[src/design/nlf_mul.sv]
// Shared signed multiplier with a registered product.
// No package dependencies.
module nlf_mul #(
  parameter int unsigned A_W = 33,
  parameter int unsigned B_W = 26
) (
  input  logic                      clk_i,
  input  logic signed [A_W-1:0]     a_i,
  input  logic signed [B_W-1:0]     b_i,
  output logic signed [A_W+B_W-1:0] p_o
);

  logic signed [A_W+B_W-1:0] p_q;

  always_ff @(posedge clk_i) begin
    p_q <= a_i * b_i;
  end

  assign p_o = p_q;

endmodule

[config.mk]
export PLATFORM = sky130hd
export DESIGN_NAME = nlf_mul
export DESIGN_NICKNAME = d
export VERILOG_FILES = /design/src/design/nlf_mul.sv
export SDC_FILE = /design/constraint.sdc
export NUM_CORES = 2
export LEC_CHECK = 0
export ABC_AREA = 1
export BUFFER_PORTS_ARGS = -buffer_cell sky130_fd_sc_hd__buf_2
export CAP_MARGIN = 15
export CORE_ASPECT_RATIO = 2
export CORE_MARGIN = 2
export CORE_UTILIZATION = 45
export CTS_CLUSTER_SIZE = 16
export DETAILED_ROUTE_END_ITERATION = 7
export GPL_ROUTABILITY_DRIVEN = 0
export HOLD_SLACK_MARGIN = 0.06
export SYNTH_ARGS = -nofsm -noshare
export SYNTH_HDL_FRONTEND = slang
export SYNTH_SLANG_ARGS = --single-unit
[constraint.sdc]
create_clock -name clk_i -period 17.5 [get_ports clk_i]
set_input_delay 3.5 -clock clk_i [delete_from_list [all_inputs] [get_ports clk_i]]
set_output_delay 3.5 -clock clk_i [all_outputs]
set_load 0.01 [all_outputs]
# ---- Word level (Yosys, flattened, before mapping)
# Cells that the tools add are included.
dict set report classes {
  multipliers 1
}
# cell count
set ops {}
lappend ops {{$mul A33 B26 Y59} 1}
dict set report totals {
  ff_bits 59
  wordCells 2
}

# ---- Longest topological paths before layout
dict set report depth {
  depth_word 1
  depth_mapped 30
}

# ---- Worst setup path before layout
# Ideal clock, no wire load.
dict set report synth_timing {
  kind {input -> register}
  from {in a_i[32]}
  to {reg p_q[58] (netlist: p_o[58])}
  setup_time_ns 0.112
  arrival_time_ns 9.297
  required_ns 17.388
  slack_ns 8.091
  cell_stages 23
  path_buffers 2
  path_cell_list {clkbuf_1 -> clkbuf_1 -> nand2_1 -> inv_1 -> fa_1 -> fa_1 -> fa_1 -> inv_1 -> fa_1 -> inv_1 -> fa_1 -> inv_1 -> fa_1 -> inv_1 -> fa_1 -> ha_1 -> nand2_1 -> nor3_1 -> nand2_1 -> nor2_1 -> nand2_1 -> nand3_1 -> nand2_1}
}
dict set report synth_via {
  elab_chain_cells 1
}
# element line
set synth_rtl {}
lappend synth_rtl {{start: declaration} 8} ;# input logic signed [A_W-1:0] a_i,
lappend synth_rtl {{$mul A33 B26 Y59} 16} ;# p_q <= a_i * b_i;
lappend synth_rtl {{end signal: assignment} 16}
lappend synth_rtl {{end: declaration} 13} ;# logic signed [A_W+B_W-1:0] p_q;
# No other way between the ends.

# ---- Worst setup path in the final report
dict set report layout_timing {
  from {in b_i[2]}
  to {reg p_q[55] (netlist: p_o[55])}
}
dict set report layout_via {
  elab_chain_cells 1
}
# element line
set layout_rtl {}
lappend layout_rtl {{start: declaration} 9} ;# input logic signed [B_W-1:0] b_i,
lappend layout_rtl {{$mul A33 B26 Y59} 16}
# No other way between the ends.

==> flow_metrics.tcl <==
set metrics [dict create \
    status "finished clean" \
    cts_setup_buffers 0 \
    totalWireLength_microns 104000 \
    critPathKind "in2reg" \
    area_growth_syn_to_layout_pct 4.43 \
    final_common_cell "inv_1" \
    synth_top_area_cell "fa_1" \
    row_count 142 \
    syn_area_sq_um 34000 \
    clkSinkCount 59 \
    slew_viol_final 0 \
    syn_area_per_cell_sq_um 7.62 \
    fmax_ghz 0.100 \
    layout-drive-gt1-share 0.0494 \
    ys_ff_latch 59 \
    syn-num-nets 5564 \
    cts-hold-fix-buffers 0 \
    wl_per_cell_microns 19.2 \
    critPathArrivalTime_ns 10.26 \
    clock-root-buffer "clkbuf_16" \
    final_nets 5504 \
    maxCapViolCount 0 \
    start_kind "input port" \
    cp.required_ns 17.77 \
    fin_crit_sh 0.571 \
    synth_cells 4466 \
    largest_reg_flops 59 \
    die-area_sq_um 77900 \
    drt_pass1_iterations 5 \
    yosysSeqAreaShare 0.0347 \
    relSlewSlack 0.306 \
    io_buffers 118 \
    grt_pass1_vias 29878 \
    grt_max_degree 35 \
    vias 26859 \
    fillers 7553 \
    setup_violations 0 \
    yosys_warnings 0 \
    io_pins 119 \
    rsz0062_at_grt "false" \
    ys_types 28 \
    yosys-top-cells-area "fa_1 52%, inv_1 16%, nand2_1 15%" \
    ant_nets 0 \
    min_path_type "in2reg" \
    grt_pass1_wl_microns 163000 \
    clock_path_buffers 2 \
    antenna_found_initial 2 \
    synth_top_area_frac 0.517 \
    clk_pin_slew_ns 0.07 \
    track_usage 0.284 \
    grt-ovfl-total 0 \
    setup_tns_ns 0 \
    cts_buffers 9 \
    cts_max_level 3 \
    drc 0 \
    hold_violations 0 \
    start_util 0.455 \
    via_per_inst 4.95 \
    cts_resized 0 \
    die-width_microns 198 \
    drt_iter0_drc 1396 \
    finalCriticalPeriod_ns 9.99 \
    cts_tree "yes" \
    path_max_fanout 33 \
    dp_slack_ns 7.12 \
    cp-end-kind "flop" \
    tightest_slew_ns 1.04 \
    hold-worst-slack_ns 3.70 \
    mostFrequentLayoutCells "1475 x inv_1, 1345 x nand2_1, 878 x fa_1" \
    final.setup.worst_slack_ns 7.51 \
    core_area_sq_um 74800 \
    die_height_microns 393 \
    dp_hpwl_microns 86200 \
]
path summary, 6_finish.rpt:
path | cells past startpoint | start | to | slack, ns
max | 21 | b_i[2] | p_o[55] | 7.51
min | 4 | a_i[0] | p_o[0] | 3.70
critical path, cell delays in order:
cell	delay, ns
buf_2	0.63
nand2_1	0.19
inv_1	0.18
fa_1	0.55
fa_1	0.65
fa_1	0.79
inv_1	0.25
fa_1	0.51
fa_1	0.54
inv_1	0.05
fa_1	0.49
fa_1	0.42
ha_1	0.40
nand2_1	0.14
nor2_1	0.21
nand2_1	0.12
nor3_2	0.19
and2_1	0.16
nand2_1	0.10
nand4_1	0.11
nand2_1	0.06
stage by stage:
stage,std cells,util,cell area (sq um)
2_1_floorplan,4466,-,34000
3_3_place_gp,5403,0.471,35200
3_5_place_dp,5403,0.471,35200
4_1_cts,5419,0.475,35500
5_1_grt,5420,0.475,35500
6_report,5421,0.475,35500
per-layer routing:
metal | vias to the layer above | share of wire | track usage | wire length (microns)
met5 | - | 0.00029 | 0 | 30
met4 | 4 | 0.078 | 0.181 | 8100
met3 | 384 | 0.049 | 0.0360 | 5070
met2 | 872 | 0.55 | 0.543 | 57600
met1 | 13648 | 0.32 | 0.285 | 33300
li1 | 11951 | - | - | -
logic make-up after synthesis:
| logic type | Yosys count | synth area share |
|---|---|---|
| AOI/OAI and AO/OA | 52 | 0.00809 |
| and+or+nand+nor | 1600 | 0.188 |
| xor gates and xnor gates | 30 | 0.00773 |
| DFF | 59 | 0.0347 |
| buffers and inverters | 1687 | 0.186 |
| adders and majority gates | 1038 | 0.576 |
synthesized netlist by cell type (all sizes together):
library cell     n
o21ai            9
o21bai           4
nand4           21
and2             9
buf              5
a21oi           37
nor3            11
a21boi           1
ha             160
nand2         1361
fa             878
xor2            26
dfxtp           59
clkbuf         197
nand3           59
inv           1485
a21o             1
nor2           130
xnor2            4
or2              9
area by class of cell:
type / count / area (sq um) / area share
well taps: 1008 / 1260 / 0.0355
clock inverters: 6 / 71.3 / 0.00201
clock buffers: 10 / 239 / 0.00673
repair buffers: 131 / 688 / 0.0194
multi-input cells: 2720 / 26500 / 0.746
flip-flops and latches: 59 / 1180 / 0.0333
diodes: 2 / 5.00 / 0.000141
inverters: 1485 / 5570 / 0.157
Power is left out: the tool's default activity adds up to more than one toggle a clock period on the data nets, which glitch-free logic cannot reach.
